<file path="config.mk">
export PLATFORM = sky130hd
export DESIGN_NAME = bgrw_front
export DESIGN_NICKNAME = d
export VERILOG_FILES = /design/src/hw/rtl/bgrw_pkg.sv /design/src/hw/rtl/bgrw_front.sv
export SDC_FILE = /design/constraint.sdc
export NUM_CORES = 1
export LEC_CHECK = 0
export BUFFER_PORTS_ARGS = -buffer_cell sky130_fd_sc_hd__buf_2
export CORE_MARGIN = 2
export CORE_UTILIZATION = 41
export CTS_CLUSTER_DIAMETER = 60
export DETAILED_ROUTE_END_ITERATION = 10
export GPL_TIMING_DRIVEN = 0
export PLACE_DENSITY_LB_ADDON = 0.3
export SLEW_MARGIN = 20
export SYNTH_ARGS = -nofsm -noshare
export SYNTH_HDL_FRONTEND = slang
export SYNTH_SLANG_ARGS = --single-unit
</file>
<file path="constraint.sdc">
create_clock -name clk -period 2 [get_ports clk]
set_input_delay 0.1 -clock clk [delete_from_list [all_inputs] [get_ports clk]]
set_output_delay 0.1 -clock clk [all_outputs]
set_load 0.05 [all_outputs]
</file>
<file path="src/hw/rtl/bgrw_pkg.sv">
`default_nettype none
// ----------------------------------------------------------------------------
// bgrw_pkg
// Shared types, codes and helpers of the biased graph random walk core.
// ----------------------------------------------------------------------------
package bgrw_pkg;

	localparam int DEF_MAX_NODES = 1024;
	localparam int DEF_MAX_EDGES = 8192;
	localparam logic [5:0] MAX_WALK = 6'd63;
	localparam logic [16:0] FULL_ACCEPT = 17'd65536;
	localparam logic [7:0] TRY_LAST = 8'd255;

	localparam logic [1:0] OP_ROW  = 2'd0;
	localparam logic [1:0] OP_NBR  = 2'd1;
	localparam logic [1:0] OP_WALK = 2'd2;

	localparam logic [2:0] CFG_WALK_LENGTH   = 3'd0;
	localparam logic [2:0] CFG_RETURN_ACCEPT = 3'd1;
	localparam logic [2:0] CFG_COMMON_ACCEPT = 3'd2;
	localparam logic [2:0] CFG_FAR_ACCEPT    = 3'd3;
	localparam logic [2:0] CFG_RNG_SEED      = 3'd4;
	localparam logic [2:0] CFG_EDGE_COUNT    = 3'd5;

	typedef enum logic [1:0] {
		CMD_ROW,
		CMD_NBR,
		CMD_WALK
	} cmd_kind_t;

	typedef struct packed {
		cmd_kind_t   kind;
		logic [12:0] addr;
		logic [13:0] value;
		logic [9:0]  node;
	} cmd_t;

	typedef struct packed {
		logic [5:0]  step_limit;
		logic [16:0] return_accept;
		logic [16:0] common_accept;
		logic [16:0] far_accept;
		logic [13:0] edge_count;
	} cfg_t;

	function automatic logic [31:0] next_draw(input logic [31:0] s);
		logic [31:0] x;
		x = s;
		x = x ^ (x << 13);
		x = x ^ (x >> 17);
		x = x ^ (x << 5);
		return x;
	endfunction

endpackage
`default_nettype wire

</file>
<file path="src/hw/rtl/bgrw_front.sv">
`default_nettype none
// ----------------------------------------------------------------------------
// bgrw_front
// Input stage: takes item beats, drops null operations and out-of-range
// table writes, and hands commands to the queue.
// ----------------------------------------------------------------------------
module bgrw_front #(
	parameter int MAX_NODES = bgrw_pkg::DEF_MAX_NODES,
	parameter int MAX_EDGES = bgrw_pkg::DEF_MAX_EDGES
) (
	input  wire logic         clk,
	input  wire logic         arst_n,
	input  wire logic         in_valid,
	output logic              in_ready,
	input  wire logic [1:0]   operation,
	input  wire logic [12:0]  table_index,
	input  wire logic [13:0]  table_value,
	input  wire logic [9:0]   start_node,
	output logic              push_valid,
	input  wire logic         push_ready,
	output bgrw_pkg::cmd_t    push_cmd
);
	import bgrw_pkg::*;

	localparam logic [31:0] ROWS32  = 32'(MAX_NODES + 1);
	localparam logic [31:0] EDGES32 = 32'(MAX_EDGES);

	logic        valid_s1;
	cmd_t        cmd_s1;
	logic        keep;
	cmd_t        cmd_in;
	logic [31:0] idx32;

	assign idx32 = 32'(table_index);

	always_comb begin
		cmd_in.addr  = table_index;
		cmd_in.value = table_value;
		cmd_in.node  = start_node;
		cmd_in.kind  = CMD_WALK;
		keep         = 1'b0;
		case (operation)
			OP_ROW: begin
				cmd_in.kind = CMD_ROW;
				keep        = idx32 < ROWS32;
			end
			OP_NBR: begin
				cmd_in.kind = CMD_NBR;
				keep        = idx32 < EDGES32;
			end
			OP_WALK: begin
				keep = 1'b1;
			end
			default: keep = 1'b0;
		endcase
	end

	assign in_ready   = !valid_s1 || push_ready;
	assign push_valid = valid_s1;
	assign push_cmd   = cmd_s1;

	always_ff @(posedge clk or negedge arst_n) begin
		if (!arst_n) begin
			valid_s1 <= 1'b0;
		end else if (in_valid && in_ready) begin
			valid_s1 <= keep;
		end else if (push_ready) begin
			valid_s1 <= 1'b0;
		end
	end

	always_ff @(posedge clk) begin
		if (in_valid && in_ready) begin
			cmd_s1 <= cmd_in;
		end
	end

endmodule
`default_nettype wire

</file>
==> results <==
- The run finished with clean final reports.
- The number of top-level pins is between 80 and 90.
- Summing all multi-input logic gate instances after layout gives 135 um^2.
- On the critical path, the stage with the largest delay is an instance of sky130_fd_sc_hd__and2_4.
- The final count of pins violating max slew is 0.
- The post-synthesis instance area is 0.00134 mm^2.
- At the end of routability-driven placement, the weighted congestion stood at 0.630.
- From bottom edge to top edge, the die measures 61.2 um.
- Counting every instance in the synthesized netlist gives about 60.
- STA classifies the critical path endpoint as a flip-flop.
- The hold violation count in the final report is 0.
- The die covers around 0.0037 mm^2.
- The period utilization is 0.689.
- The kind of launch point of the worst setup path is a flip-flop.
- The type of the worst setup path is reg2reg.
- The total buffers and inverters traversed by the critical path is 0.
- Buffers added to address setup during post-CTS repair amount to 0.
- The remaining antenna violation count after routing is 0.
- The proportion of synthesized flip-flops having asynchronous set or reset is 0.0250.
- The total congestion overflow is 0.
- The number of flops mapped to enable cells by yosys is 39.
- The most numerous cell in the Yosys netlist is sky130_fd_sc_hd__edfxtp_1.
- The timing-limited maximum frequency is about 730 MHz.
- The mean area per synthesized cell is 22.7 um^2.
- The share of the Yosys chip area taken by registers is 0.893.
- The total area inside the core boundary comes to 0.00308 mm^2.
- The critical path goes through nand2b_1, and2_4.
- Max-cap violations in this run came to 0.
- The setup TNS is 0 ns.
- The starting density of the core is 0.435.
- The number of diodes added for antenna fixing is 0.
- The clock-pin slew on the worst setup and hold paths is approximately 0.10 ns.
- From synthesis to final layout, the design area changed by 69.4%.
- In the final design database the tool counted 234 nets.
- The top cell family by delay on the critical path is simple AND/OR/NAND/NOR gates.
- The total of warnings raised by yosys is 0.
- The average wire per cell in the routed design is roughly 14 um.
- sky130_fd_sc_hd__edfxtp_1 takes more of the synthesized area than any other cell.
- The mean number of vias per cell is between 4 and 5.
- The stage delay of the slowest cell on the critical path is roughly 0.5 ns.
- Once placement finished, the instance area stood at 0.00181 mm^2.
- By count the netlist is led by sky130_fd_sc_hd__edfxtp_1 (39), sky130_fd_sc_hd__ha_1 (4), sky130_fd_sc_hd__inv_1 (3), sky130_fd_sc_hd__nor2_1 (3), sky130_fd_sc_hd__nor4_2 (2).
- For the pin with the worst max-slew slack, the measured transition is 0.491 ns.
- Setup repair after global routing left no endpoint under its margin.
- The worst hold path class is in2async.
- The clock tree from TritonCTS is built.
- In this run the clock root is driven by a sky130_fd_sc_hd__clkbuf_4.
- The clock reaches the later pin of the worst-skew pair after 0.33 ns.
- The area fraction of the dominant cell type after synthesis is 0.874.
- The initial antenna violation count is 0.
- The net count after synthesis is between 100 and 150.
- The worst-case IR drop observed on VDD is 0.565 mV.
- The worst slew margin relative to its limit is 0.672.
- The number of levels the H-tree was split into is 2.
- Yosys attributes the largest share of cell area to sky130_fd_sc_hd__edfxtp_1 (87%), sky130_fd_sc_hd__ha_1 (3.7%), sky130_fd_sc_hd__dfrtp_1 (1.9%).
- The routed layout has 1020 vias.
- The floorplan has 20 rows.
- Total power for the finished layout comes to approximately 0.0019 W.
- The top fanout value on the critical path is 39.
- The via count of the first global-routing pass was around 1.1k.
- For this design the ratio of total power to cell area is 840 mW/mm^2.
- The minimum setup slack after placement is 0.627 ns.
- The starting DRC count in detailed routing is 27.
- The layout filler cell count is 208.
- The finished cells cover 0.00227 mm^2.
- The worst path meets setup with 0.622 ns of slack.
- The pin count of the biggest net entering global routing is 40.
- In this run the tool buffered the top-level ports with slightly above 80 buffer cells.
- For the worst setup path, the data arrival time is 1.35 ns.
- Clock skew on the completed layout was measured at 0.0114 ns.
- The total global-route track usage is 0.173.
- The number of iterations in the first detailed-routing pass is 4.
- The number of buffers created by CTS is 5.
- The leakage component of the power is ~1 nW.
- The worst path needs 1.38 ns of the cycle, external delays included.
- Of the cells placed in the final design, the portion with a size suffix greater than 1 is 0.500.
- After synthesis, the netlist uses 13 different library cells.
- For the worst setup path, the data required time is 1.97 ns.
- The maximum count of clock buffers along a single path is 2.
- The number of DRC violations after detailed routing is 0.
- The top flip-flop cell by instance count after synthesis is sky130_fd_sc_hd__edfxtp_1.
- Summing all flip-flop and latch instances after layout gives 0.00120 mm^2.
- The wire length of the first global-routing pass is 4460 um.
- The placed wire-length estimate is 1900 um.
- Setup violations remaining at the end of the flow were counted as 0.
- The final routed wirelength across all metal layers is 3190 um.
- The overall die width is 61.2 um.
- The tree built by TritonCTS fans out to 40 sinks.
- Counting flops and latches in the post-synthesis netlist gives 40.
[cells in the final DEF (no fill, tap or decap), types with 2 or more instances in the layout]
cell and n:
sky130_fd_sc_hd__edfxtp_1 39, sky130_fd_sc_hd__clkbuf_4 5, sky130_fd_sc_hd__nor4_2 2, sky130_fd_sc_hd__inv_1 3, sky130_fd_sc_hd__dlygate4sd3_1 38, sky130_fd_sc_hd__ha_1 4, sky130_fd_sc_hd__nor2_1 3, sky130_fd_sc_hd__buf_2 83
[worst register-to-register path, stage by stage (launching register included)]
cell and delay [ns]:
sky130_fd_sc_hd__dfrtp_1 0.39, sky130_fd_sc_hd__nand2b_1 0.14, sky130_fd_sc_hd__and2_4 0.49
[power by group]
part,leakage (nW),internal (W),total (W),switching (W)
combinational,0.558,0.000123,0.000400,0.000277
sequential,0.389,0.000988,0.00100,0.0000143
clock,0.0422,0.000262,0.000503,0.000241
[registers in the layout (all words and copies together), names as in the netlist]
register    count
push_valid      1
push_cmd       39
[per-layer routing]
layer | global-route usage | part of all wire
met5 | 0 | 0
met4 | 0.0745 | 0.0085
met3 | 0.0441 | 0.075
met2 | 0.348 | 0.56
met1 | 0.158 | 0.35
[cell families (layout without fill, tap and decap cells)]
group                      count (synthesis)  after routing  synth area share
buffers and inverters                      3            132           0.00840
AOI/OAI and AO/OA                          2              2            0.0140
and+or+nand+nor                           10             10            0.0476
adders and majority gates                  4              4            0.0373
DFF                                       40             40             0.893
[stage by stage]
stage / instances / util / hold slack (ns)
floorplan: 59 / - / -0.196
global placement: 186 / 0.589 / -0.125
detailed placement: 186 / 0.589 / -0.123
CTS: 232 / 0.737 / 0.0459
global route: 232 / 0.737 / 0.0722
finish: 232 / 0.737 / 0.0788
[cell type report]
cell class	instances	share of cell area
Inverter	3	0.00496
Sequential cell	40	0.527
Multi-Input combinational cell	16	0.0595
Clock inverter	2	0.0154
Tap cell	44	0.0243
Clock buffer	6	0.0182
Timing Repair Buffer	121	0.351
[worst paths after layout]
| path | startpoint | cells past startpoint | slack (ns) | endpoint |
|---|---|---|---|---|
| setup / recovery | push_valid | 2 | 0.62 | push_cmd[35] |
| hold / removal | arst_n | 2 | 0.08 | push_valid |
| setup reg to reg | push_valid | 2 | 0.62 | push_cmd[35] |
| hold reg to reg | push_valid | 2 | 0.59 | push_valid |
| max in group asynchronous | arst_n | 2 | 1.84 | push_valid |
| min in group clk | operation[0] | 2 | 0.15 | push_cmd[37] |
[repair_timing]
action                                 in CTS  in global routing
endpoints found under the hold margin      38                  0
hold buffers                               38                  0
resized for setup                           0                  0
No activity file was read; power rests on OpenSTA's default activity.
