<file path="src/hw/rtl/bgrw_pkg.sv">
`default_nettype none
// ----------------------------------------------------------------------------
// bgrw_pkg
// Shared types, codes and helpers of the biased graph random walk core.
// ----------------------------------------------------------------------------
package bgrw_pkg;

	localparam int DEF_MAX_NODES = 1024;
	localparam int DEF_MAX_EDGES = 8192;
	localparam logic [5:0] MAX_WALK = 6'd63;
	localparam logic [16:0] FULL_ACCEPT = 17'd65536;
	localparam logic [7:0] TRY_LAST = 8'd255;

	localparam logic [1:0] OP_ROW  = 2'd0;
	localparam logic [1:0] OP_NBR  = 2'd1;
	localparam logic [1:0] OP_WALK = 2'd2;

	localparam logic [2:0] CFG_WALK_LENGTH   = 3'd0;
	localparam logic [2:0] CFG_RETURN_ACCEPT = 3'd1;
	localparam logic [2:0] CFG_COMMON_ACCEPT = 3'd2;
	localparam logic [2:0] CFG_FAR_ACCEPT    = 3'd3;
	localparam logic [2:0] CFG_RNG_SEED      = 3'd4;
	localparam logic [2:0] CFG_EDGE_COUNT    = 3'd5;

	typedef enum logic [1:0] {
		CMD_ROW,
		CMD_NBR,
		CMD_WALK
	} cmd_kind_t;

	typedef struct packed {
		cmd_kind_t   kind;
		logic [12:0] addr;
		logic [13:0] value;
		logic [9:0]  node;
	} cmd_t;

	typedef struct packed {
		logic [5:0]  step_limit;
		logic [16:0] return_accept;
		logic [16:0] common_accept;
		logic [16:0] far_accept;
		logic [13:0] edge_count;
	} cfg_t;

	function automatic logic [31:0] next_draw(input logic [31:0] s);
		logic [31:0] x;
		x = s;
		x = x ^ (x << 13);
		x = x ^ (x >> 17);
		x = x ^ (x << 5);
		return x;
	endfunction

endpackage
`default_nettype wire

</file>
<file path="src/hw/rtl/bgrw_queue.sv">
`default_nettype none
// ----------------------------------------------------------------------------
// bgrw_queue
// Two-entry command queue between the front and back parts.
// ----------------------------------------------------------------------------
module bgrw_queue (
	input  wire logic       clk,
	input  wire logic       arst_n,
	input  wire logic       push_valid,
	output logic            push_ready,
	input  bgrw_pkg::cmd_t  push_cmd,
	output logic            pop_valid,
	input  wire logic       pop_ready,
	output bgrw_pkg::cmd_t  pop_cmd
);
	import bgrw_pkg::*;

	cmd_t       entry_q [2];
	logic       wptr_q;
	logic       rptr_q;
	logic [1:0] count_q;
	logic       push;
	logic       pop;

	assign push_ready = count_q != 2'd2;
	assign pop_valid  = count_q != 2'd0;
	assign pop_cmd    = entry_q[rptr_q];
	assign push       = push_valid && push_ready;
	assign pop        = pop_valid && pop_ready;

	always_ff @(posedge clk or negedge arst_n) begin
		if (!arst_n) begin
			wptr_q  <= 1'b0;
			rptr_q  <= 1'b0;
			count_q <= 2'd0;
		end else begin
			if (push) wptr_q <= !wptr_q;
			if (pop) rptr_q <= !rptr_q;
			if (push && !pop) count_q <= count_q + 2'd1;
			else if (pop && !push) count_q <= count_q - 2'd1;
		end
	end

	always_ff @(posedge clk) begin
		if (push) entry_q[wptr_q] <= push_cmd;
	end

endmodule
`default_nettype wire

</file>
<file path="config.mk">
export PLATFORM = sky130hd
export DESIGN_NAME = bgrw_queue
export DESIGN_NICKNAME = d
export VERILOG_FILES = /design/src/hw/rtl/bgrw_pkg.sv /design/src/hw/rtl/bgrw_queue.sv
export SDC_FILE = /design/constraint.sdc
export NUM_CORES = 1
export LEC_CHECK = 0
export ABC_AREA = 0
export BUFFER_PORTS_ARGS = -buffer_cell sky130_fd_sc_hd__buf_2
export CORE_MARGIN = 8
export CORE_UTILIZATION = 40
export DETAILED_ROUTE_END_ITERATION = 16
export GPL_TIMING_DRIVEN = 0
export PLACE_DENSITY = 0.63
export RECOVER_POWER = 50
export SLEW_MARGIN = 20
export SYNTH_ARGS = -nofsm -noshare
export SYNTH_HDL_FRONTEND = slang
export SYNTH_SLANG_ARGS = --single-unit
</file>
<file path="constraint.sdc">
create_clock -name clk -period 3.3 [get_ports clk]
set_input_delay 0.165 -clock clk [delete_from_list [all_inputs] [get_ports clk]]
set_output_delay 0.165 -clock clk [all_outputs]
set_load 0.02 [all_outputs]
</file>
==> qor.yml, run 1 <==
cts:
  htreeDepth: 3
  clockRootBuffer: "clkbuf_8"
  cts_resized: 0
  path_clk_slew_ps: 80
  clk_latency_ps: 340
  cts_buffer_depth: 2
  cts_buffers: 9
  tritoncts: "yes"
  cts.sinks: 82
timing:
  post-route-min-period_ps: 1970
  clock_skew_ps: 8.90
  fin_crit_sh_pct: 59.6
  holdWs_ps: 14.4
  maxSlewViolCount: 0
  worst_pin_slew_ps: 986
  max_freq_mhz: 509
  slew_headroom_pct: 34.3
  rsz0062_at_grt: "no"
  setup_viol_count_final: 0
  hold_viol: 0
pwr:
  internal_power_w: 0.00225
  power_frac_comb_pct: 37.4
  powerDensity_nw_per_um2: 847
  seqPwrFrac_pct: 44.6
  clkPwrFrac_pct: 18.0
  power.total_w: 0.00336
  ir_worst_vdd_uv: 414
  switching_share_pct: 33.0
  netSwitchingPower_w: 0.00111
  p_leak_nw: 1.46
global_routing:
  antenna_found_initial: 0
  grt_remaining_overflow: 0
  grt_pass1_wl_mm: 8.45
  track_usage_pct: 10.8
  grt_max_degree: 22
  grt_pass1_vias: 1758
final_layout:
  final_cells: 360
  multi_input_area_um2: 539
  layout.area.seq_um2: 2440
  area_delta_synth_final_pct: 30.9
  post-route-util_pct: 54.5
  drive_gt1_share_pct: 46.4
  n_fill_cell: 630
  nets: 300
  diodes: 0
die:
  boundaryPins: 84
  core_um2: 7290
  fp.dieW_um: 103
  dieArea_um2: 10600
  start_util_pct: 41.6
  die_y_um: 103
  rows: 31
critical_path:
  required_ps: 3340
  rr_worst_depth: 3
  cp-start-kind: "flop"
  r2r_setup_slack_ps: 1330
  path_max_fanout: 21
  cp.arrival_ps: 2010
  crit-reg2reg-launch: "count_q[0]"
  cp-end-kind: "flop"
  criticalPathCategory: "reg2reg"
  r2r-end: "entry_q[1][0]"
placement:
  portBuffers: 83
  routabilityCongestion: 0.627
  dp.cells: 323
  hpwl_mm: 3.80
synthesis:
  netlist_instances: 139
  synth_cell_types: 14
  synthArstFlopShare_pct: 4.88
  syn-cell-area_um2: 3030
  synth_most_common_cell: "edfxtp_1"
  synthesis.nets: 183
  yosysTopAreaCell: "edfxtp_1"
  ys_seq_area_share_pct: 80.5
  ys_ff_latch: 82
  synth_top_area_share_pct: 77.2
  synth.area.top_cells: "edfxtp_1 77%, mux2_2 14%, dfrtp_1 3.3%"
  yosysWarnings: 0
  syn_area_per_cell_um2: 21.8
  synth_edf_count: 78
  ys.flop_type: "edfxtp_1"
  synth_common_cells: "78 x edfxtp_1, 39 x mux2_2, 4 x buf_6, 4 x dfrtp_1, 3 x xnor2_1"
worst_hold_path:
  worstHoldStart: "push_cmd[4]"
  whs_path_depth: 1
  holdPathEnd: "entry_q[1][4]"
  hold_path_class: "in2reg"
route:
  via_count: 1631
  vias_per_cell: 4.53
  wire_per_inst_um: 15.0
  drtPass1Iterations: 4
  drt-initial-drc-count: 52
  drc: 0
  wl_mm: 5.41
  postRouteAntennaNets: 0
job:
  cap_violations: 0
status:
  status: "finished, final reports clean"
[worst max-delay path, stage by stage (launching register included)]
cell and delay [ps]:
dfrtp_1 420, nand2b_1 170, and3_1 820, buf_16 250
[per-stage QoR]
step | TNS, ps | worst slack (ps) | area (um2)
finish | 0 | 1330 | 3970
global route | 0 | 1170 | 3970
CTS | 0 | 1480 | 3990
detailed placement | 0 | 1510 | 3640
global placement | -17640 | -454 | 3570
floorplan | 0 | 539 | 3030
[timing repair]
item                      4_1_cts  5_1_grt
hold endpoints to repair       38        3
hold buffers                   19        2
setup buffers                   0        0
[worst max-delay path by stage]
stage               startpoint              to  slack, ps
finish              count_q[0]   entry_q[1][0]       1330
global route        count_q[0]   entry_q[1][8]       1170
CTS                 count_q[0]  entry_q[0][30]       1480
detailed placement  count_q[0]  entry_q[0][18]       1510
global placement    count_q[0]  entry_q[0][11]       -450
floorplan           count_q[0]   entry_q[0][0]        540
[layout make-up]
cell class / instances / area share, %
well taps: 99 / 3.12
flip-flops and latches: 82 / 61.5
inverters: 1 / 0.0945
multi-input cells: 52 / 13.6
clock buffers: 12 / 3.65
plain buffers: 4 / 1.13
repair buffers: 106 / 16.4
clock inverters: 4 / 0.504
[layout by cell type (no fill, tap or decap)]
cell	Yosys	final
buf_16	0	2
clkbuf_1	0	25
clkinv_2	0	4
buf_6	4	4
and3_1	1	1
inv_1	1	1
dfrtp_1	4	4
mux2_2	39	39
nand2_1	1	1
edfxtp_1	78	78
nor2_4	0	1
nand2b_1	0	1
xnor2_1	3	3
or2_0	0	1
ha_1	1	1
nand2_2	1	1
buf_2	0	60
dlygate4sd3_1	0	21
nor2_1	2	1
xor2_1	2	2
clkbuf_8	0	10
[per-layer routing]
| metal | track usage [%] | up-vias | routed length (um) | part of all wire [%] |
|---|---|---|---|---|
| li1 | - | 773 | - | - |
| met1 | 12.3 | 781 | 2230 | 41 |
| met2 | 17.3 | 66 | 2590 | 48 |
| met3 | 3.85 | 11 | 496 | 9.2 |
| met4 | 6.34 | 0 | 97 | 1.8 |
| met5 | 0 | - | 0 | 0 |
[power by group through the flow]
| stage | Combinational, W | Sequential (W) | Clock (W) |
|---|---|---|---|
| floorplan | 0.000868 | 0.00151 | 0 |
| global placement | 0.00123 | 0.00153 | 0 |
| detailed placement | 0.00129 | 0.00153 | 0 |
| CTS | 0.00131 | 0.00151 | 0.000631 |
| global route | 0.00136 | 0.00152 | 0.000670 |
| finish | 0.00126 | 0.00150 | 0.000606 |
[cells by family (layout without fill, tap and decap cells)]
family / Yosys count / in the layout / share of synthesized area [%]
xor gates and xnor gates: 5 / 5 / 1.44
adders and majority gates: 1 / 1 / 0.412
buffers and inverters: 5 / 127 / 1.61
DFF: 82 / 82 / 80.5
muxes: 39 / 39 / 14.5
and+or+nand+nor: 7 / 7 / 1.53
[sequential cells by signal (all words and copies together), names as in the netlist]
register / count
wptr_q: 1
count_q: 2
entry_q: 78
rptr_q: 1
Note: power is estimated with default switching activity, not from simulation.
==> inputs of run 2 (changes only) <==
- clock period: 3.3 -> 2 ns (I/O delays scaled with it)
==> qor.yml, run 2 (same netlist as run 1, synthesis figures left out) <==
final_layout:
  multi_input_area_um2: 541  # +0.23%
  n_fill_cell: 620  # -1.6%
  area_delta_synth_final_pct: 37.4
  final_cells: 377  # +4.7%
  largest_reg_flops: 78  # unchanged
  drive_gt1_share_pct: 42.1  # -4.3 points
  reg_top3: "entry_q x78, count_q x2"
  final_cell_mix: "78 x edfxtp_1, 58 x buf_2, 40 x dlygate4sd3_1"
  layout.area.seq_um2: 2440  # unchanged
  layout_commonest_cell: "edfxtp_1"
  post-route-util_pct: 57.2  # +2.7 points
  nets: 319  # +6.3%
  diodes: 0  # unchanged
  regMostFlops: "entry_q"
cts:
  clk_latency_ps: 330  # about the same
  htreeDepth: 3  # unchanged
  cts_resized: 0  # unchanged
  tritoncts: "yes"
  post_cts_buffers: 0  # unchanged
  cts_buffer_depth: 2  # unchanged
  cts_buffers: 9  # unchanged
  clockRootBuffer: "clkbuf_8"
  cts.sinks: 82  # unchanged
  cts_hold_buf: 40  # +21
  path_clk_slew_ps: 70  # about the same
timing:
  max_freq_mhz: 551  # +8.3%
  final.setup.tns_ps: 0  # unchanged
  post-route-min-period_ps: 1820  # -151 ps
  fin_crit_sh_pct: 90.8  # +31 points
  slew_headroom_pct: 55.6  # +21 points
  hold_viol: 0  # unchanged
  worst_pin_slew_ps: 665  # -321 ps
  clock_skew_ps: 9.91  # +1.01 ps
  maxSlewViolCount: 0  # unchanged
  holdWs_ps: 32.6  # +18.2 ps
  rsz0062_at_grt: "no"
  setup_viol_count_final: 0  # unchanged
global_routing:
  grt_pass1_vias: 1896  # +7.8%
  met2_usage_pct: 21.3  # +4.0 points
  top_usage_layer: "met2"
  antenna_found_initial: 0  # unchanged
  grtUsageMet3_pct: 2.09  # -1.8 points
  grt_remaining_overflow: 0  # unchanged
  grt_pass1_wl_mm: 9.33  # +10%
  grt_max_degree: 21  # -4.5%
  grt_util_met1_pct: 13.0  # +0.70 points
  track_usage_pct: 11.9  # +1.1 points
die:
  boundaryPins: 84  # unchanged
  start_util_pct: 41.6  # unchanged
  core_um2: 7290  # unchanged
  die_y_um: 103  # unchanged
  rows: 31  # unchanged
  dieArea_um2: 10600  # unchanged
  fp.dieW_um: 103  # unchanged
critical_path:
  cp-end-kind: "flop"
  criticalPathCategory: "reg2reg"
  cp-start-kind: "flop"
  cp.arrival_ps: 1850  # -160 ps
  path_max_fanout: 20  # -4.8%
  required_ps: 2030  # -1310 ps
pwr:
  powerDensity_nw_per_um2: 1370  # +61%
  p_leak_nw: 1.53  # +4.6%
  ir_worst_vdd_uv: 1040  # +150%
  power.total_w: 0.00570  # +69%
route:
  vias_per_cell: 4.47  # -1.4%
  postRouteAntennaNets: 0  # unchanged
  drtPass1Iterations: 4  # unchanged
  via_count: 1684  # +3.2%
  wl_mm: 6.03  # +11%
  wire_per_inst_um: 16.0  # +6.4%
  drt-initial-drc-count: 46  # -12%
  drc: 0  # unchanged
placement:
  dp.cells: 323  # unchanged
  hpwl_mm: 3.98  # +4.7%
  portBuffers: 83  # unchanged
  routabilityCongestion: 0.690  # +10%
worst_hold_path:
  hold_path_class: "in2reg"
status:
  status: "finished, final reports clean"
job:
  cap_violations: 0  # unchanged
[run 2: final cells by class]
class / count / area share, %
clock buffer: 10 / 3.06
multi-input combinational: 52 / 13.0
clock inverter: 4 / 1.08
tap: 99 / 2.97
buffer: 4 / 1.08
timing repair buffer: 125 / 20.1
sequential: 82 / 58.6
inverter: 1 / 0.0901
[run 2: critical path, cell delays in order, from the launching register on]
cell	delay (ps)
dfrtp_1	420
nand2b_1	170
nand2_1	140
nor2_4	540
buf_16	250
[run 2: layer usage]
metal / vias to the layer above / share of wire, %
met5: - / 0
met4: 0 / 1.4
met3: 6 / 3.6
met2: 37 / 55
met1: 834 / 40
li1: 807 / -
[run 2: power breakdown]
| part | internal [W] | total, W | switching [W] | leakage [nW] |
|---|---|---|---|---|
| logic | 0.000914 | 0.00213 | 0.00122 | 0.676 |
| registers | 0.00235 | 0.00247 | 0.000124 | 0.771 |
| clock network | 0.000556 | 0.00109 | 0.000532 | 0.0833 |
| total | 0.00382 | 0.00570 | 0.00188 | 1.53 |
[run 2: worst paths after layout]
| path | from | end | slack (ps) | cells after the start |
|---|---|---|---|---|
| max | count_q[0] | entry_q[0][24] | 180 | 4 |
| min | pop_ready | rptr_q | 30 | 3 |
| max reg2reg | count_q[0] | entry_q[0][24] | 180 | 4 |
| min reg2reg | count_q[1] | count_q[1] | 520 | 1 |
| max in group asynchronous | arst_n | count_q[0] | 1660 | 2 |
| min in group asynchronous | arst_n | wptr_q | 140 | 2 |
[run 2: stage by stage]
stage | cell area [um2] | setup slack, ps
global placement | 3580 | -531
global route | 4170 | 60.2
finish | 4170 | 184
CTS | 4210 | 152
detailed placement | 3640 | 180
floorplan | 3040 | 18.3
